[src/rtl/core/cdg_pkg.sv]
// Shared types, widths and constants for the civil date to GPS week/time block.
// No dependencies; every other file of the block takes names from here.
`timescale 1ns / 1ps
`default_nettype none

package cdg_pkg;

   // Field widths
   localparam int unsigned YEAR_W   = 12;
   localparam int unsigned MONTH_W  = 4;
   localparam int unsigned DAY_W    = 5;
   localparam int unsigned HOUR_W   = 5;
   localparam int unsigned MINUTE_W = 6;
   localparam int unsigned SEC_W    = 22;
   localparam int unsigned WEEK_W   = 14;
   localparam int unsigned SOW_W    = 36;
   localparam int unsigned FRAC_W   = 16;

   // Internal widths: running week count covers years up to 4095
   localparam int unsigned WCNT_W   = 17;
   localparam int unsigned REM_W    = 3;
   localparam int unsigned TOD_W    = 20;

   // Epoch and calendar constants
   localparam int unsigned EPOCH_YEAR      = 1980;
   localparam int unsigned EPOCH_DAY       = 6;
   localparam int unsigned WEEK_MAX        = 16383;
   localparam int unsigned DAYS_PER_WEEK   = 7;
   localparam int unsigned WEEKS_PER_YEAR  = 52;
   localparam int unsigned WEEKS_PER_MONTH = 4;
   localparam int unsigned SHORTEST_MONTH  = 28;
   localparam int unsigned SEC_PER_DAY     = 86400;
   localparam int unsigned SEC_PER_HOUR    = 3600;
   localparam int unsigned SEC_PER_MINUTE  = 60;
   localparam int unsigned FEBRUARY        = 2;
   localparam int unsigned DECEMBER        = 12;

   // Leap-rule phase counters start at the epoch year
   localparam int unsigned MOD4_INIT   = EPOCH_YEAR % 4;
   localparam int unsigned MOD100_INIT = EPOCH_YEAR % 100;
   localparam int unsigned MOD400_INIT = EPOCH_YEAR % 400;

   typedef struct packed {
      logic load;        // capture a new input beat
      logic step_year;   // add one whole year
      logic step_month;  // add one whole month
      logic add_day;     // add the day of month
      logic sub_epoch;   // remove the epoch day offset
      logic finish;      // build the result registers
   } cdg_cmd_type;

   typedef struct packed {
      logic before_epoch;
      logic years_done;
      logic months_done;
   } cdg_status_type;

   // Length of a month other than February, 1 = January
   function automatic logic [4:0] month_len(input logic [MONTH_W-1:0] m);
      logic [4:0] len;
      case (m)
         4'd4, 4'd6, 4'd9, 4'd11: len = 5'd30;
         default:                 len = 5'd31;
      endcase
      return len;
   endfunction

endpackage

`default_nettype wire

[src/rtl/core/cdg_if.sv]
// Valid/ready channel interfaces for the request and response beats.
// Depends on cdg_pkg for field widths.
`timescale 1ns / 1ps
`default_nettype none

interface cdg_req_if;
   logic                             valid;
   logic                             ready;
   logic [cdg_pkg::YEAR_W-1:0]       year;
   logic [cdg_pkg::MONTH_W-1:0]      month;
   logic [cdg_pkg::DAY_W-1:0]        day;
   logic [cdg_pkg::HOUR_W-1:0]       hour;
   logic [cdg_pkg::MINUTE_W-1:0]     minute;
   logic [cdg_pkg::SEC_W-1:0]        second_fixed;

   modport source (output valid, year, month, day, hour, minute, second_fixed,
                   input ready);
   modport sink   (input valid, year, month, day, hour, minute, second_fixed,
                   output ready);
endinterface

interface cdg_rsp_if;
   logic                         valid;
   logic                         ready;
   logic [cdg_pkg::WEEK_W-1:0]   gps_week;
   logic [cdg_pkg::SOW_W-1:0]    seconds_of_week;
   logic                         before_epoch;

   modport source (output valid, gps_week, seconds_of_week, before_epoch,
                   input ready);
   modport sink   (input valid, gps_week, seconds_of_week, before_epoch,
                   output ready);
endinterface

`default_nettype wire

[src/rtl/core/cdg_dp.sv]
// Datapath: input capture, year/month/day accumulation as weeks plus day
// remainder, leap-rule counters and result registers. Depends on cdg_pkg.
`timescale 1ns / 1ps
`default_nettype none

module cdg_dp (
   input  wire                                clock,
   input  cdg_pkg::cdg_cmd_type               cmd,
   output cdg_pkg::cdg_status_type            status,
   input  wire [cdg_pkg::YEAR_W-1:0]          in_year,
   input  wire [cdg_pkg::MONTH_W-1:0]         in_month,
   input  wire [cdg_pkg::DAY_W-1:0]           in_day,
   input  wire [cdg_pkg::HOUR_W-1:0]          in_hour,
   input  wire [cdg_pkg::MINUTE_W-1:0]        in_minute,
   input  wire [cdg_pkg::SEC_W-1:0]           in_second,
   output logic [cdg_pkg::WEEK_W-1:0]         out_week,
   output logic [cdg_pkg::SOW_W-1:0]          out_sow,
   output logic                               out_before
);

   logic [cdg_pkg::YEAR_W-1:0]   year_ff, ycnt_ff, ycnt_in;
   logic [cdg_pkg::MONTH_W-1:0]  month_ff, mcnt_ff, mcnt_in;
   logic [cdg_pkg::DAY_W-1:0]    day_ff;
   logic [cdg_pkg::HOUR_W-1:0]   hour_ff;
   logic [cdg_pkg::MINUTE_W-1:0] minute_ff;
   logic [cdg_pkg::SEC_W-1:0]    sec_ff;
   logic                         epoch_ff;
   logic [1:0]                   m4_ff, m4_in;
   logic [6:0]                   m100_ff, m100_in;
   logic [8:0]                   m400_ff, m400_in;
   logic [cdg_pkg::WCNT_W-1:0]   week_ff, week_in;
   logic [cdg_pkg::REM_W-1:0]    rem_ff, rem_in;
   logic [cdg_pkg::WEEK_W-1:0]   out_week_ff, out_week_in;
   logic [cdg_pkg::SOW_W-1:0]    out_sow_ff, out_sow_in;
   logic                         out_before_ff;

   logic                         leap;
   logic                         in_before;
   logic [cdg_pkg::MONTH_W-1:0]  month_clamp;
   logic [5:0]                   add_w;
   logic [cdg_pkg::REM_W-1:0]    add_r;
   logic [4:0]                   mlen;
   logic [2:0]                   day_q;
   logic [3:0]                   rem_sum;
   logic                         carry;
   logic [cdg_pkg::TOD_W-1:0]    tod;

   assign leap = (m400_ff == 9'd0) || ((m4_ff == 2'd0) && (m100_ff != 7'd0));

   assign in_before = (in_year < cdg_pkg::YEAR_W'(cdg_pkg::EPOCH_YEAR)) ||
                      ((in_year == cdg_pkg::YEAR_W'(cdg_pkg::EPOCH_YEAR)) &&
                       (in_month <= 4'd1) &&
                       (in_day < cdg_pkg::DAY_W'(cdg_pkg::EPOCH_DAY)));

   assign month_clamp = (in_month > cdg_pkg::MONTH_W'(cdg_pkg::DECEMBER)) ?
                        cdg_pkg::MONTH_W'(cdg_pkg::DECEMBER) : in_month;

   assign status.before_epoch = epoch_ff;
   assign status.years_done   = (ycnt_ff == year_ff);
   assign status.months_done  = (mcnt_ff >= month_ff);

   // Split the day of month into whole weeks and leftover days
   assign day_q = 3'(day_ff >= 5'd7) + 3'(day_ff >= 5'd14) +
                  3'(day_ff >= 5'd21) + 3'(day_ff >= 5'd28);

   always_comb begin
      mlen = cdg_pkg::month_len(mcnt_ff);
      if (mcnt_ff == cdg_pkg::MONTH_W'(cdg_pkg::FEBRUARY)) begin
         mlen = leap ? 5'd29 : 5'd28;
      end
      add_w = 6'd0;
      add_r = '0;
      if (cmd.step_year) begin
         add_w = 6'(cdg_pkg::WEEKS_PER_YEAR);
         add_r = leap ? 3'd2 : 3'd1;
      end else if (cmd.step_month) begin
         add_w = 6'(cdg_pkg::WEEKS_PER_MONTH);
         add_r = 3'(mlen - 5'(cdg_pkg::SHORTEST_MONTH));
      end else if (cmd.add_day) begin
         add_w = 6'(day_q);
         add_r = 3'(day_ff - 5'(day_q) * 5'd7);
      end
      rem_sum = {1'b0, rem_ff} + {1'b0, add_r};
      carry   = (rem_sum >= 4'(cdg_pkg::DAYS_PER_WEEK));
   end

   always_comb begin
      ycnt_in = ycnt_ff;
      mcnt_in = mcnt_ff;
      m4_in   = m4_ff;
      m100_in = m100_ff;
      m400_in = m400_ff;
      week_in = week_ff;
      rem_in  = rem_ff;
      if (cmd.load) begin
         ycnt_in = cdg_pkg::YEAR_W'(cdg_pkg::EPOCH_YEAR);
         mcnt_in = 4'd1;
         m4_in   = 2'(cdg_pkg::MOD4_INIT);
         m100_in = 7'(cdg_pkg::MOD100_INIT);
         m400_in = 9'(cdg_pkg::MOD400_INIT);
         week_in = '0;
         rem_in  = '0;
      end else if (cmd.sub_epoch) begin
         // total is at least the epoch offset here, so the week never wraps
         if (rem_ff >= 3'(cdg_pkg::EPOCH_DAY)) begin
            rem_in = rem_ff - 3'(cdg_pkg::EPOCH_DAY);
         end else begin
            rem_in  = rem_ff + 3'(cdg_pkg::DAYS_PER_WEEK - cdg_pkg::EPOCH_DAY);
            week_in = week_ff - cdg_pkg::WCNT_W'(1);
         end
      end else if (cmd.step_year || cmd.step_month || cmd.add_day) begin
         rem_in  = carry ? 3'(rem_sum - 4'(cdg_pkg::DAYS_PER_WEEK)) : rem_sum[2:0];
         week_in = week_ff + cdg_pkg::WCNT_W'(add_w) + cdg_pkg::WCNT_W'(carry);
         if (cmd.step_year) begin
            ycnt_in = ycnt_ff + 12'd1;
            m4_in   = m4_ff + 2'd1;
            m100_in = (m100_ff == 7'd99)  ? 7'd0 : m100_ff + 7'd1;
            m400_in = (m400_ff == 9'd399) ? 9'd0 : m400_ff + 9'd1;
         end
         if (cmd.step_month) begin
            mcnt_in = mcnt_ff + 4'd1;
         end
      end
   end

   // Seconds into the week from day remainder, hour and minute, not normalized
   assign tod = cdg_pkg::TOD_W'(rem_ff) * cdg_pkg::TOD_W'(cdg_pkg::SEC_PER_DAY) +
                cdg_pkg::TOD_W'(hour_ff) * cdg_pkg::TOD_W'(cdg_pkg::SEC_PER_HOUR) +
                cdg_pkg::TOD_W'(minute_ff) * cdg_pkg::TOD_W'(cdg_pkg::SEC_PER_MINUTE);

   always_comb begin
      out_week_in = '0;
      out_sow_in  = '0;
      if (!epoch_ff) begin
         out_week_in = (week_ff > cdg_pkg::WCNT_W'(cdg_pkg::WEEK_MAX)) ?
                       cdg_pkg::WEEK_W'(cdg_pkg::WEEK_MAX) : week_ff[cdg_pkg::WEEK_W-1:0];
         out_sow_in  = (cdg_pkg::SOW_W'(tod) << cdg_pkg::FRAC_W) +
                       cdg_pkg::SOW_W'(sec_ff);
      end
   end

   always_ff @(posedge clock) begin
      if (cmd.load) begin
         year_ff   <= in_year;
         month_ff  <= month_clamp;
         day_ff    <= in_day;
         hour_ff   <= in_hour;
         minute_ff <= in_minute;
         sec_ff    <= in_second;
         epoch_ff  <= in_before;
      end
      ycnt_ff <= ycnt_in;
      mcnt_ff <= mcnt_in;
      m4_ff   <= m4_in;
      m100_ff <= m100_in;
      m400_ff <= m400_in;
      week_ff <= week_in;
      rem_ff  <= rem_in;
      if (cmd.finish) begin
         out_week_ff   <= out_week_in;
         out_sow_ff    <= out_sow_in;
         out_before_ff <= epoch_ff;
      end
   end

   assign out_week   = out_week_ff;
   assign out_sow    = out_sow_ff;
   assign out_before = out_before_ff;

endmodule

`default_nettype wire

[src/rtl/core/cdg_ctrl.sv]
// Controller: sequences one conversion through years, months, day, epoch
// offset and result (a pre-epoch date skips to the result); owns the handshake flags. Depends on cdg_pkg.
`timescale 1ns / 1ps
`default_nettype none

module cdg_ctrl (
   input  wire                       clock,
   input  wire                       reset,
   input  wire                       req_valid,
   output logic                      req_ready,
   output logic                      rsp_valid,
   input  wire                       rsp_ready,
   input  cdg_pkg::cdg_status_type   status,
   output cdg_pkg::cdg_cmd_type      cmd
);

   typedef enum logic [2:0] {
      S_IDLE,
      S_YEARS,
      S_MONTHS,
      S_DAY,
      S_EPOCH,
      S_FINISH,
      S_OUT
   } state_type;

   state_type state_ff;
   logic      rsp_valid_ff;

   always_comb begin
      cmd            = '0;
      cmd.load       = (state_ff == S_IDLE) && req_valid;
      cmd.step_year  = (state_ff == S_YEARS) && !status.before_epoch &&
                       !status.years_done;
      cmd.step_month = (state_ff == S_MONTHS) && !status.months_done;
      cmd.add_day    = (state_ff == S_DAY);
      cmd.sub_epoch  = (state_ff == S_EPOCH);
      cmd.finish     = (state_ff == S_FINISH);
   end

   assign req_ready = (state_ff == S_IDLE);
   assign rsp_valid = rsp_valid_ff;

   always_ff @(posedge clock) begin
      if (reset) begin
         state_ff     <= S_IDLE;
         rsp_valid_ff <= 1'b0;
      end else begin
         case (state_ff)
            S_IDLE: begin
               if (req_valid) state_ff <= S_YEARS;
            end
            S_YEARS: begin
               if (status.before_epoch) state_ff <= S_FINISH;
               else if (status.years_done) state_ff <= S_MONTHS;
            end
            S_MONTHS: begin
               if (status.months_done) state_ff <= S_DAY;
            end
            S_DAY: begin
               state_ff <= S_EPOCH;
            end
            S_EPOCH: begin
               state_ff <= S_FINISH;
            end
            S_FINISH: begin
               state_ff     <= S_OUT;
               rsp_valid_ff <= 1'b1;
            end
            S_OUT: begin
               if (rsp_ready) begin
                  state_ff     <= S_IDLE;
                  rsp_valid_ff <= 1'b0;
               end
            end
            default: begin
               state_ff     <= S_IDLE;
               rsp_valid_ff <= 1'b0;
            end
         endcase
      end
   end

endmodule

`default_nettype wire

[src/rtl/core/civil_date_to_gps_week_time.sv]
// Top level: civil date and time to GPS week and seconds of week.
// Depends on cdg_pkg, cdg_if (channels), cdg_ctrl and cdg_dp.
//
//   Channel | Direction | Handshake         | Payload
//   --------+-----------+-------------------+-------------------------------------------
//   req_ch  | in        | valid/ready       | year, month, day, hour, minute, second_fixed
//   rsp_ch  | out       | valid/ready       | gps_week, seconds_of_week, before_epoch
//
// Timing: the time from accept to rsp valid is set by the year loop, which adds
// one year per cycle through the shared week/remainder adder, and by the month
// loop. A date before the epoch skips both loops and goes straight to the result.
// Reset is synchronous and active high; it clears the controller only.
// One beat is in flight at a time: req ready drops at accept and comes back
// once the response beat has been taken, so a stalled rsp holds everything.
`timescale 1ns / 1ps
`default_nettype none

module civil_date_to_gps_week_time (
   input wire         clock,
   input wire         reset,
   cdg_req_if.sink    req_ch,
   cdg_rsp_if.source  rsp_ch
);

   cdg_pkg::cdg_cmd_type    cmd;
   cdg_pkg::cdg_status_type status;

   // Sequencer: walks years, months, day and epoch offset, then presents the beat
   cdg_ctrl u_ctrl (
      .clock     (clock),
      .reset     (reset),
      .req_valid (req_ch.valid),
      .req_ready (req_ch.ready),
      .rsp_valid (rsp_ch.valid),
      .rsp_ready (rsp_ch.ready),
      .status    (status),
      .cmd       (cmd)
   );

   // Day count held as whole weeks plus a 0..6 day remainder, so the week
   // number needs no divider; the result registers hold the response payload
   cdg_dp u_dp (
      .clock      (clock),
      .cmd        (cmd),
      .status     (status),
      .in_year    (req_ch.year),
      .in_month   (req_ch.month),
      .in_day     (req_ch.day),
      .in_hour    (req_ch.hour),
      .in_minute  (req_ch.minute),
      .in_second  (req_ch.second_fixed),
      .out_week   (rsp_ch.gps_week),
      .out_sow    (rsp_ch.seconds_of_week),
      .out_before (rsp_ch.before_epoch)
   );

   // Never take a new beat while a response is waiting
   assert property (@(posedge clock) disable iff (reset)
      rsp_ch.valid |-> !req_ch.ready)
      else $error("request taken while response pending");

   // Pre-epoch dates must give zero week and seconds
   assert property (@(posedge clock) disable iff (reset)
      (rsp_ch.valid && rsp_ch.before_epoch) |->
         (rsp_ch.gps_week == '0) && (rsp_ch.seconds_of_week == '0))
      else $error("pre-epoch response carries nonzero time");

   // A response never appears in the cycle right after an accept
   assert property (@(posedge clock) disable iff (reset)
      (req_ch.valid && req_ch.ready) |=> !rsp_ch.valid)
      else $error("response raised without any conversion work");

   // Response week and seconds of week hold while it waits to be taken
   assert property (@(posedge clock) disable iff (reset)
      (rsp_ch.valid && !rsp_ch.ready) |=>
         $stable(rsp_ch.gps_week) && $stable(rsp_ch.seconds_of_week))
      else $error("response payload changed while stalled");

endmodule

`default_nettype wire
[src/flat_wrapper.sv]
// flat-port wrapper written by rule: the top's interface ports become plain ports
module civil_date_to_gps_week_time_flat 
  (clock, reset, req_ch_valid, req_ch_year, req_ch_month, req_ch_day, req_ch_hour, req_ch_minute, req_ch_second_fixed, req_ch_ready, rsp_ch_valid, rsp_ch_gps_week, rsp_ch_seconds_of_week, rsp_ch_before_epoch, rsp_ch_ready);
  cdg_req_if req_ch_i ();
  cdg_rsp_if rsp_ch_i ();
  input wire clock;
  input wire reset;
  input wire logic [$bits(req_ch_i.valid)-1:0] req_ch_valid;
  input wire logic [$bits(req_ch_i.year)-1:0] req_ch_year;
  input wire logic [$bits(req_ch_i.month)-1:0] req_ch_month;
  input wire logic [$bits(req_ch_i.day)-1:0] req_ch_day;
  input wire logic [$bits(req_ch_i.hour)-1:0] req_ch_hour;
  input wire logic [$bits(req_ch_i.minute)-1:0] req_ch_minute;
  input wire logic [$bits(req_ch_i.second_fixed)-1:0] req_ch_second_fixed;
  output wire logic [$bits(req_ch_i.ready)-1:0] req_ch_ready;
  output wire logic [$bits(rsp_ch_i.valid)-1:0] rsp_ch_valid;
  output wire logic [$bits(rsp_ch_i.gps_week)-1:0] rsp_ch_gps_week;
  output wire logic [$bits(rsp_ch_i.seconds_of_week)-1:0] rsp_ch_seconds_of_week;
  output wire logic [$bits(rsp_ch_i.before_epoch)-1:0] rsp_ch_before_epoch;
  input wire logic [$bits(rsp_ch_i.ready)-1:0] rsp_ch_ready;
  assign req_ch_i.valid = req_ch_valid;
  assign req_ch_i.year = req_ch_year;
  assign req_ch_i.month = req_ch_month;
  assign req_ch_i.day = req_ch_day;
  assign req_ch_i.hour = req_ch_hour;
  assign req_ch_i.minute = req_ch_minute;
  assign req_ch_i.second_fixed = req_ch_second_fixed;
  assign req_ch_ready = req_ch_i.ready;
  assign rsp_ch_valid = rsp_ch_i.valid;
  assign rsp_ch_gps_week = rsp_ch_i.gps_week;
  assign rsp_ch_seconds_of_week = rsp_ch_i.seconds_of_week;
  assign rsp_ch_before_epoch = rsp_ch_i.before_epoch;
  assign rsp_ch_i.ready = rsp_ch_ready;
  civil_date_to_gps_week_time u_core (.clock(clock), .reset(reset), .req_ch(req_ch_i), .rsp_ch(rsp_ch_i));
endmodule
[config.mk]
export PLATFORM = sky130hd
export DESIGN_NAME = civil_date_to_gps_week_time_flat
export DESIGN_NICKNAME = d
export VERILOG_FILES = /design/src/rtl/core/cdg_pkg.sv /design/src/rtl/core/cdg_if.sv /design/src/rtl/core/cdg_dp.sv /design/src/rtl/core/cdg_ctrl.sv /design/src/rtl/core/civil_date_to_gps_week_time.sv /design/src/flat_wrapper.sv
export SDC_FILE = /design/constraint.sdc
export NUM_CORES = 1
export LEC_CHECK = 0
export BUFFER_PORTS_ARGS = -buffer_cell sky130_fd_sc_hd__buf_2
export CAP_MARGIN = 20
export CORE_ASPECT_RATIO = 1.4
export CORE_UTILIZATION = 60
export CTS_BUF_LIST = sky130_fd_sc_hd__clkbuf_2 sky130_fd_sc_hd__clkbuf_4 sky130_fd_sc_hd__clkbuf_8
export CTS_CLUSTER_SIZE = 24
export DETAILED_ROUTE_END_ITERATION = 8
export GPL_ROUTABILITY_DRIVEN = 0
export PLACE_DENSITY = 0.81
export SETUP_SLACK_MARGIN = 0.15
export SYNTH_ARGS = -nofsm -noshare
export SYNTH_HDL_FRONTEND = slang
export SYNTH_HIERARCHICAL = 1
export SYNTH_SLANG_ARGS = --single-unit
export TNS_END_PERCENT = 5
[constraint.sdc]
create_clock -name clock -period 11.36 [get_ports clock]
set_clock_uncertainty 0.1 [all_clocks]
set_input_delay 2.272 -clock clock [delete_from_list [all_inputs] [get_ports clock]]
set_output_delay 2.272 -clock clock [all_outputs]
set_load 0.05 [all_outputs]
Word-level counts from Yosys, hierarchy flattened. Cells that the tools add are included.

Flip-flop bits (word level): 164. Input port bits: 58. Word-level logic and storage cells: 131.

$add $sub $neg: 20. Multipliers: 4. Order comparisons: 12. Equal/unequal tests: 20. Muxes and demuxes: 28. Bitwise operators: 2. Reduce and logical (&&, ||, !) cells: 26.

Operators with widths (number): 17-bit two-way mux (3); 3-bit two-way mux (14); 36-bit by 22-bit adder with 36-bit output (1); 3-bit case mux with 7 select lines (1); 20-bit by 12-bit adder with 20-bit output (1); 20-bit by 17-bit adder with 20-bit output (1); 17-bit by 1-bit adder with 17-bit output (1); 17-bit by 6-bit adder with 17-bit output (1); 17-bit by 14-bit greater-than comparator with 1-bit output, second input constant (1); 17-bit by 1-bit subtractor with 17-bit output, second input constant (1); 14-bit two-way mux (1); 3-bit by 10-bit multiplier with 13-bit output, second input constant (1); 5-bit by 8-bit multiplier with 13-bit output, second input constant (1); 12-bit by 1-bit adder with 12-bit output, second input constant (1); 12-bit by 11-bit equality test with 1-bit output, second input constant (1); 12-bit equality test (1); 12-bit by 11-bit less-than comparator with 1-bit output, second input constant (1); 5-bit >= comparator, second input constant (2); 6-bit by 4-bit multiplier with 10-bit output, second input constant (1); 9-bit by 1-bit adder with 9-bit output, second input constant (1); 3-bit equality test, second input constant (3); 9-bit equality test, second input constant (1); 9-bit logical NOT (1); 9-bit two-way mux (1); 45 further kinds (70).

Depth between registers and ports, before layout. Gate-level depths: netlist of run 1.

Depth after elaboration: 14. Depth in mapped cells: 28. Mapped depth without buffers: 28.

Modules after synthesis. The synthesis of run 1 kept the hierarchy.

By module, submodules not included: cdg_dp (instances 1, cells each 920, area an instance 9649.3 µm², sequential area each 4264.1 µm²); cdg_ctrl (instances 1, cells each 42, area an instance 297.8 µm², sequential area each 80.1 µm²).

Least setup slack after synthesis of run 1. Ideal clock, no wire load.

Path type: reg-to-reg. Start point: register u_core/u_dp/minute_ff[3] (netlist name). End point: register u_core.u_dp.out_sow_ff (netlist bit u_core/u_dp/out_sow[35]) (data pin). Data arrival time: 5.400 ns. Required time: 11.113 ns. Slack: 5.713 ns. Cell stages (with the launch flop): 23. Buffers on the path: 0. Cells stage by stage: edfxtp_1 -> inv_1 -> fa_1 -> fa_1 -> inv_1 -> ha_1 -> a21oi_1 -> nor2b_1 -> o21a_1 -> o21ai_0 -> nand2b_1 -> a21oi_1 -> xnor2_1 -> fa_1 -> ha_1 -> a21oi_1 -> o211a_4 -> or2_4 -> o211ai_4 -> and3b_4 -> nand4_4 -> or4_1 -> a21oi_1.

Word-level cells in the longest chain between the ends: 3.

RTL lines: start, declared (RTL line cdg_dp.sv:25) `logic [cdg_pkg::MINUTE_W-1:0] minute_ff;`; start signal, assigned (RTL line cdg_dp.sv:148) `minute_ff <= in_minute;`; 6-bit by 4-bit multiplier with 10-bit output (RTL line cdg_dp.sv:129) `cdg_pkg::TOD_W'(minute_ff) * cdg_pkg::TOD_W'(cdg_pkg::SEC_PER_MINUTE);`; 20-bit by 12-bit adder with 20-bit output (RTL line cdg_dp.sv:128) `cdg_pkg::TOD_W'(hour_ff) * cdg_pkg::TOD_W'(cdg_pkg::SEC_PER_HOUR) +`; 36-bit by 22-bit adder with 36-bit output (RTL line cdg_dp.sv:137) `out_sow_in = (cdg_pkg::SOW_W'(tod) << cdg_pkg::FRAC_W) +`; end signal, assigned (RTL line cdg_dp.sv:161) `out_sow_ff <= out_sow_in;`; end, declared (RTL line cdg_dp.sv:34) `logic [cdg_pkg::SOW_W-1:0] out_sow_ff, out_sow_in;`.

Every way passes these cells. A chain may end at the register's enable or synchronous reset.

==> results of run 1 <==
## flip-flops by register name (all words and copies together) (netlist names), 3 cells and up
register / count
u_core/u_ctrl/state_ff: 3
u_core/u_dp/day_ff: 5
u_core/u_dp/hour_ff: 5
u_core/u_dp/m100_ff: 7
u_core/u_dp/m400_ff: 9
u_core/u_dp/mcnt_ff: 4
u_core/u_dp/minute_ff: 6
u_core/u_dp/month_ff: 4
u_core/u_dp/out_sow: 36
u_core/u_dp/out_week: 14
u_core/u_dp/rem_ff: 3
u_core/u_dp/sec_ff: 22
u_core/u_dp/week_ff: 17
u_core/u_dp/ycnt_ff: 12
u_core/u_dp/year_ff: 12
## placed cells by master, fill, tap and decap left out, types with 6 or more instances in the layout
cell,instances
o21ai_0,29
o21a_1,10
a21o_1,13
nand4_1,14
clkbuf_8,17
nor4_1,6
buf_2,110
nor2b_1,32
o21bai_1,12
nand2_1,45
and3_1,12
xnor2_1,52
inv_1,79
nor2_1,82
fa_1,24
xor2_1,27
or3_1,9
a21oi_1,69
nand2b_1,20
o31ai_1,6
ha_1,93
edfxtp_1,106
dfxtp_1,58
nand3_1,27
nor3_1,22
## power by group
part | switching [mW] | internal (mW)
clock network | 0.229 | 0.160
registers | 0.0621 | 0.749
logic | 1.14 | 0.826
total | 1.43 | 1.74
## per-stage QoR
stage	worst slack [ns]	power [mW]
floorplan	5.71	2.42
global placement	5.46	2.72
detailed placement	5.21	2.77
CTS	5.16	3.17
global route	4.54	3.44
finish	5.12	3.16
## metal layers
metal / part of all wire, % / routed length (um) / up-vias / GRT usage (%)
met2: 53 / 10100 / 182 / 42.5
li1: - / - / 3613 / -
met1: 40 / 7530 / 3379 / 25.4
met5: 0 / 0 / - / 0
met4: 3.6 / 682 / 0 / 11.6
met3: 3.4 / 648 / 38 / 3.88
## worst paths after layout
check / start / end / slack (ns) / cells after the start
setup / recovery: u_core/u_dp/mcnt_ff[0] / u_core/u_dp/week_ff[16] / 5.12 / 28
hold / removal: u_core/u_dp/m100_ff[5] / u_core/u_dp/m100_ff[5] / 0.40 / 2
setup reg to reg: u_core/u_dp/mcnt_ff[0] / u_core/u_dp/week_ff[16] / 5.12 / 28
hold reg to reg: u_core/u_dp/m100_ff[5] / u_core/u_dp/m100_ff[5] / 0.40 / 2
## critical path: cells and delay by family, from the launching register on
kind	cells	cell delay (ns)
simple gates	9	1.70
fa+ha+maj	6	1.88
flops	1	0.43
compound gates	9	1.54
xor+xnor	1	0.17
buf+inv	3	0.27
## kinds of logic after synthesis
group	Yosys count	synth area share [%]
and+or+nand+nor	306	16.3
AOI/OAI and AO/OA	186	11.9
DFF	164	43.7
adders and majority gates	117	16.5
buffers and inverters	107	4.33
xor gates and xnor gates	79	6.96
muxes	3	0.302
## layout make-up
cell class | count | share of cell area, %
clock inverter | 14 | 1.12
inverter | 79 | 2.69
antenna | 1 | 0.0227
multi-input combinational | 691 | 47.0
sequential | 164 | 39.4
tap | 199 | 2.26
clock buffer | 18 | 2.19
timing repair buffer | 115 | 5.33
==> results_dict.tcl, run 1 <==
set metrics [dict create \
    status "finished clean" \
    multi_input_area_mm2 0.00518 \
    core-area_mm2 0.0162 \
    seq_area_frac_synth_pct 43.7 \
    cp-start-kind "flip-flop" \
    rsz0062_at_grt "false" \
    synth-seq-cells 164 \
    postCtsHoldBufs 0 \
    cp.required_ns 11.56 \
    synth-edff-count 106 \
    cts_tree "done" \
    dr_total_vias 7212 \
    via_per_inst 5.63 \
    pin_count 111 \
    start_util_pct 61.5 \
    wire_per_inst_um 14.8 \
    postSynthAreaPerCell_um2 10.3 \
    synth_nets 1137 \
    drtAntennaViolNets 0 \
    hold_viol 0 \
    port_buffers 110 \
    clk_pin_slew_ns 0.09 \
    synth_top_area_share_pct 32.0 \
    finalHoldWorstSlack_ns 0.405 \
    drv_cap 0 \
    htreeDepth 4 \
    tightest_slew_ns 1.07 \
    drt_iter0_markers 505 \
    placed_cell_area_mm2 0.0107 \
    totalWireLength_mm 18.9 \
    cts_resized 0 \
    overflow 0 \
    setup_violations 0 \
    synth-async-reset-ratio_pct 0 \
    slew_headroom_pct 28.8 \
    antenna_found_initial 1 \
    place_inst 1248 \
    grt_pass1_wl_mm 31.5 \
    p_leak_nw 4.60 \
    dieArea_mm2 0.0171 \
    crit_path_max_incr_delay_ns 0.67 \
    crit_fanout 6 \
    crit_arrival_ns 6.45 \
    die_w_um 111 \
    post-route-period-util_pct 54.9 \
    p_per_area_mw_per_mm2 287 \
    synth_area_leaders "edfxtp_1 32%, ha_1 12%, dfxtp_1 12%, fa_1 4.8%, xnor2_1 4.6%" \
    path_class "flip-flop to flip-flop" \
    drive_gt1_share_pct 16.1 \
    synthTopCellsByCount "106 x edfxtp_1, 93 x ha_1, 82 x nor2_1" \
    cts.sinks 164 \
    instances_no_fill 1281 \
    hpwl_mm 14.3 \
    synth_top_area_cell "edfxtp_1" \
    fmax_mhz 160 \
    ff_latch_area_mm2 0.00434 \
    synth_area_mm2 0.00995 \
    firstDrtPassIters 6 \
    fin_setup_tns_ns 0 \
    insertion_delay_ns 0.46 \
    chipHeight_um 154 \
    vdd_drop_max_mv 0.379 \
    synth_cells 962 \
    synth-main-ff-cell "edfxtp_1" \
    final_nets 1243 \
    cp-end-kind "flip-flop" \
    ys_types 71 \
    rows 55 \
    synth_most_common_cell "edfxtp_1" \
    ys_warn_count 6 \
    fillers 1238 \
    cts-root-buf "clkbuf_8" \
    area_delta_synth_final_pct 10.9 \
    postCtsSetupBuffers 0 \
    grt_max_degree 94 \
    hp-class "flip-flop to flip-flop" \
    min_period_ns 6.24 \
    track_usage_pct 23.0 \
    cts_buffer_depth 2 \
    drcViolationCount 0 \
    cts_buffers 17 \
    maxSlewViolCount 0 \
    stdcell_area_mm2 0.0110 \
    grt_pass1_vias 6983 \
    finish.utilization_pct 68.2 \
    cp_slowest_cell "nor4b_1" \
]
Note: power is estimated with default switching activity, not from simulation.
==> run 2, diff against run 1 <==
- CORE_UTILIZATION: 60 -> 55
- PLACE_DENSITY: 0.81 -> 0.79
- clock period: 11.36 -> 5.1 ns (I/O delays scaled with it)
==> run 2 against run 1 <==
  * The run now ends with negative setup slack left
  * Total power increased to 2.6 times the previous value
  * Sequential power increased by 120%
  * Clock-buffer cell count decreased by 1
  * Routed wire length increased by 5.2%
  * Utilization about the same
  * Die area increased by 8.9%
  * Worst setup slack got worse by 5.5 ns
  * Hold slack improved by 0.0021 ns
  * Sequential cell count unchanged
  * Critical path type unchanged
  * Largest power group unchanged
==> results_dict.tcl, run 2 (same netlist as run 1, synthesis figures left out) <==
set metrics [dict create \
    fmax_mhz 182 \
    cts_tree "done" \
    rows 57 \
    drcViolationCount 0 \
    hold_viol 0 \
    port_buffers 110 \
    cp_cell_sequence "a311o_1, fa_1, ha_4, ha_4, inv_2, fa_2, a211oi_2, o21ai_2, fa_2, inv_2, ha_4, a21oi_4, fa_2, fa_2, nor2b_2, o211ai_1, a21boi_1, or2_4, a21oi_2, a2111oi_2, xnor2_1, nor2_1" \
    diodes 0 \
    ff_latch_area_mm2 0.00435 \
    cp-start-kind "flip-flop" \
    start_util_pct 56.7 \
    cts.sinks 164 \
    largest_reg_flops 36 \
    drive_gt1_share_pct 25.5 \
    min_period_ns 5.49 \
    post-route-period-util_pct 108 \
    cp_top_family "adder cells" \
    fillers 1353 \
    drt_iter0_markers 457 \
    p_leak_nw 5.04 \
    totalWireLength_mm 19.9 \
    grt_max_degree 82 \
    chipHeight_um 161 \
    path_class "flip-flop to flip-flop" \
    rsz0062_at_grt "true" \
    cp.required_ns 5.33 \
    crit_fanout 3 \
    setup_violations 18 \
    area_delta_synth_final_pct 20.3 \
    crit_top_cell "fa_2" \
    wire_per_inst_um 14.3 \
    core-area_mm2 0.0175 \
    placed_cell_area_mm2 0.0113 \
    p_per_area_mw_per_mm2 691 \
    insertion_delay_ns 0.46 \
    antenna_found_initial 0 \
    grt_pass1_wl_mm 33.3 \
    crit_path_max_incr_delay_ns 0.53 \
    violations "negative setup slack" \
    die_w_um 116 \
    maxSlewViolCount 0 \
    status "complete, but fails checks" \
    track_usage_pct 22.8 \
    pin_count 111 \
    cts-root-buf "clkbuf_8" \
    cp-end-kind "flip-flop" \
    overflow 0 \
    finish.utilization_pct 68.2 \
    dieArea_mm2 0.0186 \
    cts_buffers 17 \
    final_nets 1320 \
    multi_input_area_mm2 0.00545 \
    layout_commonest_cell "buf_2" \
    finalHoldWorstSlack_ns 0.407 \
    dp_slack_ns -0.592 \
    setup_ws_ns -0.394 \
    slew_headroom_pct 37.1 \
    stdcell_area_mm2 0.0120 \
    hp-class "flip-flop to flip-flop" \
    grt_pass1_vias 7465 \
    vdd_drop_max_mv 0.555 \
    crit_arrival_ns 5.72 \
    firstDrtPassIters 7 \
    drtAntennaViolNets 0 \
    clk_pin_slew_ns 0.09 \
    cts_buffer_depth 2 \
    cp_slowest_cell "fa_2" \
    htreeDepth 4 \
    final_cell_mix "110 x buf_2, 106 x edfxtp_1, 85 x ha_1" \
    via_per_inst 5.40 \
    dr_total_vias 7531 \
    tightest_slew_ns 0.944 \
    worst-path-buf-inv 2 \
    hpwl_mm 14.8 \
    drv_cap 0 \
]
run 2: power by group:
group          total (mW)  switching [mW]  internal, mW
sequential           1.78           0.117          1.67
combinational        5.53            2.83          2.70
clock               0.950           0.533         0.416
total                8.27            3.48          4.78
run 2: through the flow:
stage	instances	power, mW	setup TNS, ns
2_1_floorplan	962	5.49	-1.49
3_3_place_gp	1354	7.05	-3.80
3_5_place_dp	1354	7.21	-6.77
4_1_cts	1389	8.24	-3.58
5_1_grt	1394	9.02	-9.41
6_report	1394	8.27	-3.88
run 2: worst min-delay path: stages, from the launching register on:
cell and delay, ns:
dfxtp_1 0.34, nand2_1 0.06, a31oi_1 0.06
run 2: final cells by class:
| class | count | share of cell area, % |
|---|---|---|
| inverters | 79 | 2.48 |
| clock buffers | 17 | 1.96 |
| clock inverters | 15 | 1.47 |
| repair buffers | 192 | 9.81 |
| multi-input cells | 691 | 45.5 |
| well taps | 236 | 2.47 |
| flip-flops and latches | 164 | 36.3 |
run 2: per-layer routing:
metal	GRT usage [%]	share of wire [%]	vias to the layer above
met4	12.8	4.1	0
met5	0	0	-
met1	24.8	39	3550
met2	41.5	54	176
li1	-	-	3767
met3	3.45	2.7	38
run 2: what timing repair did:
action / 4_1_cts / 5_1_grt
hold buffers: 0 / 0
setup endpoints to repair: 22 / 26
gates resized for setup: 17 / 30
buffers inserted: 3 / 4
pin swaps: 17 / 25
run 2: path summary, 6_finish.rpt:
path                                  end  cells after the start  slack, ns                   start
hold / removal     u_core/u_dp/week_ff[0]                      2       0.41  u_core/u_dp/week_ff[0]
hold reg to reg    u_core/u_dp/week_ff[0]                      2       0.41  u_core/u_dp/week_ff[0]
setup reg to reg  u_core/u_dp/week_ff[16]                     22      -0.39   u_core/u_dp/day_ff[2]
setup / recovery  u_core/u_dp/week_ff[16]                     22      -0.39   u_core/u_dp/day_ff[2]
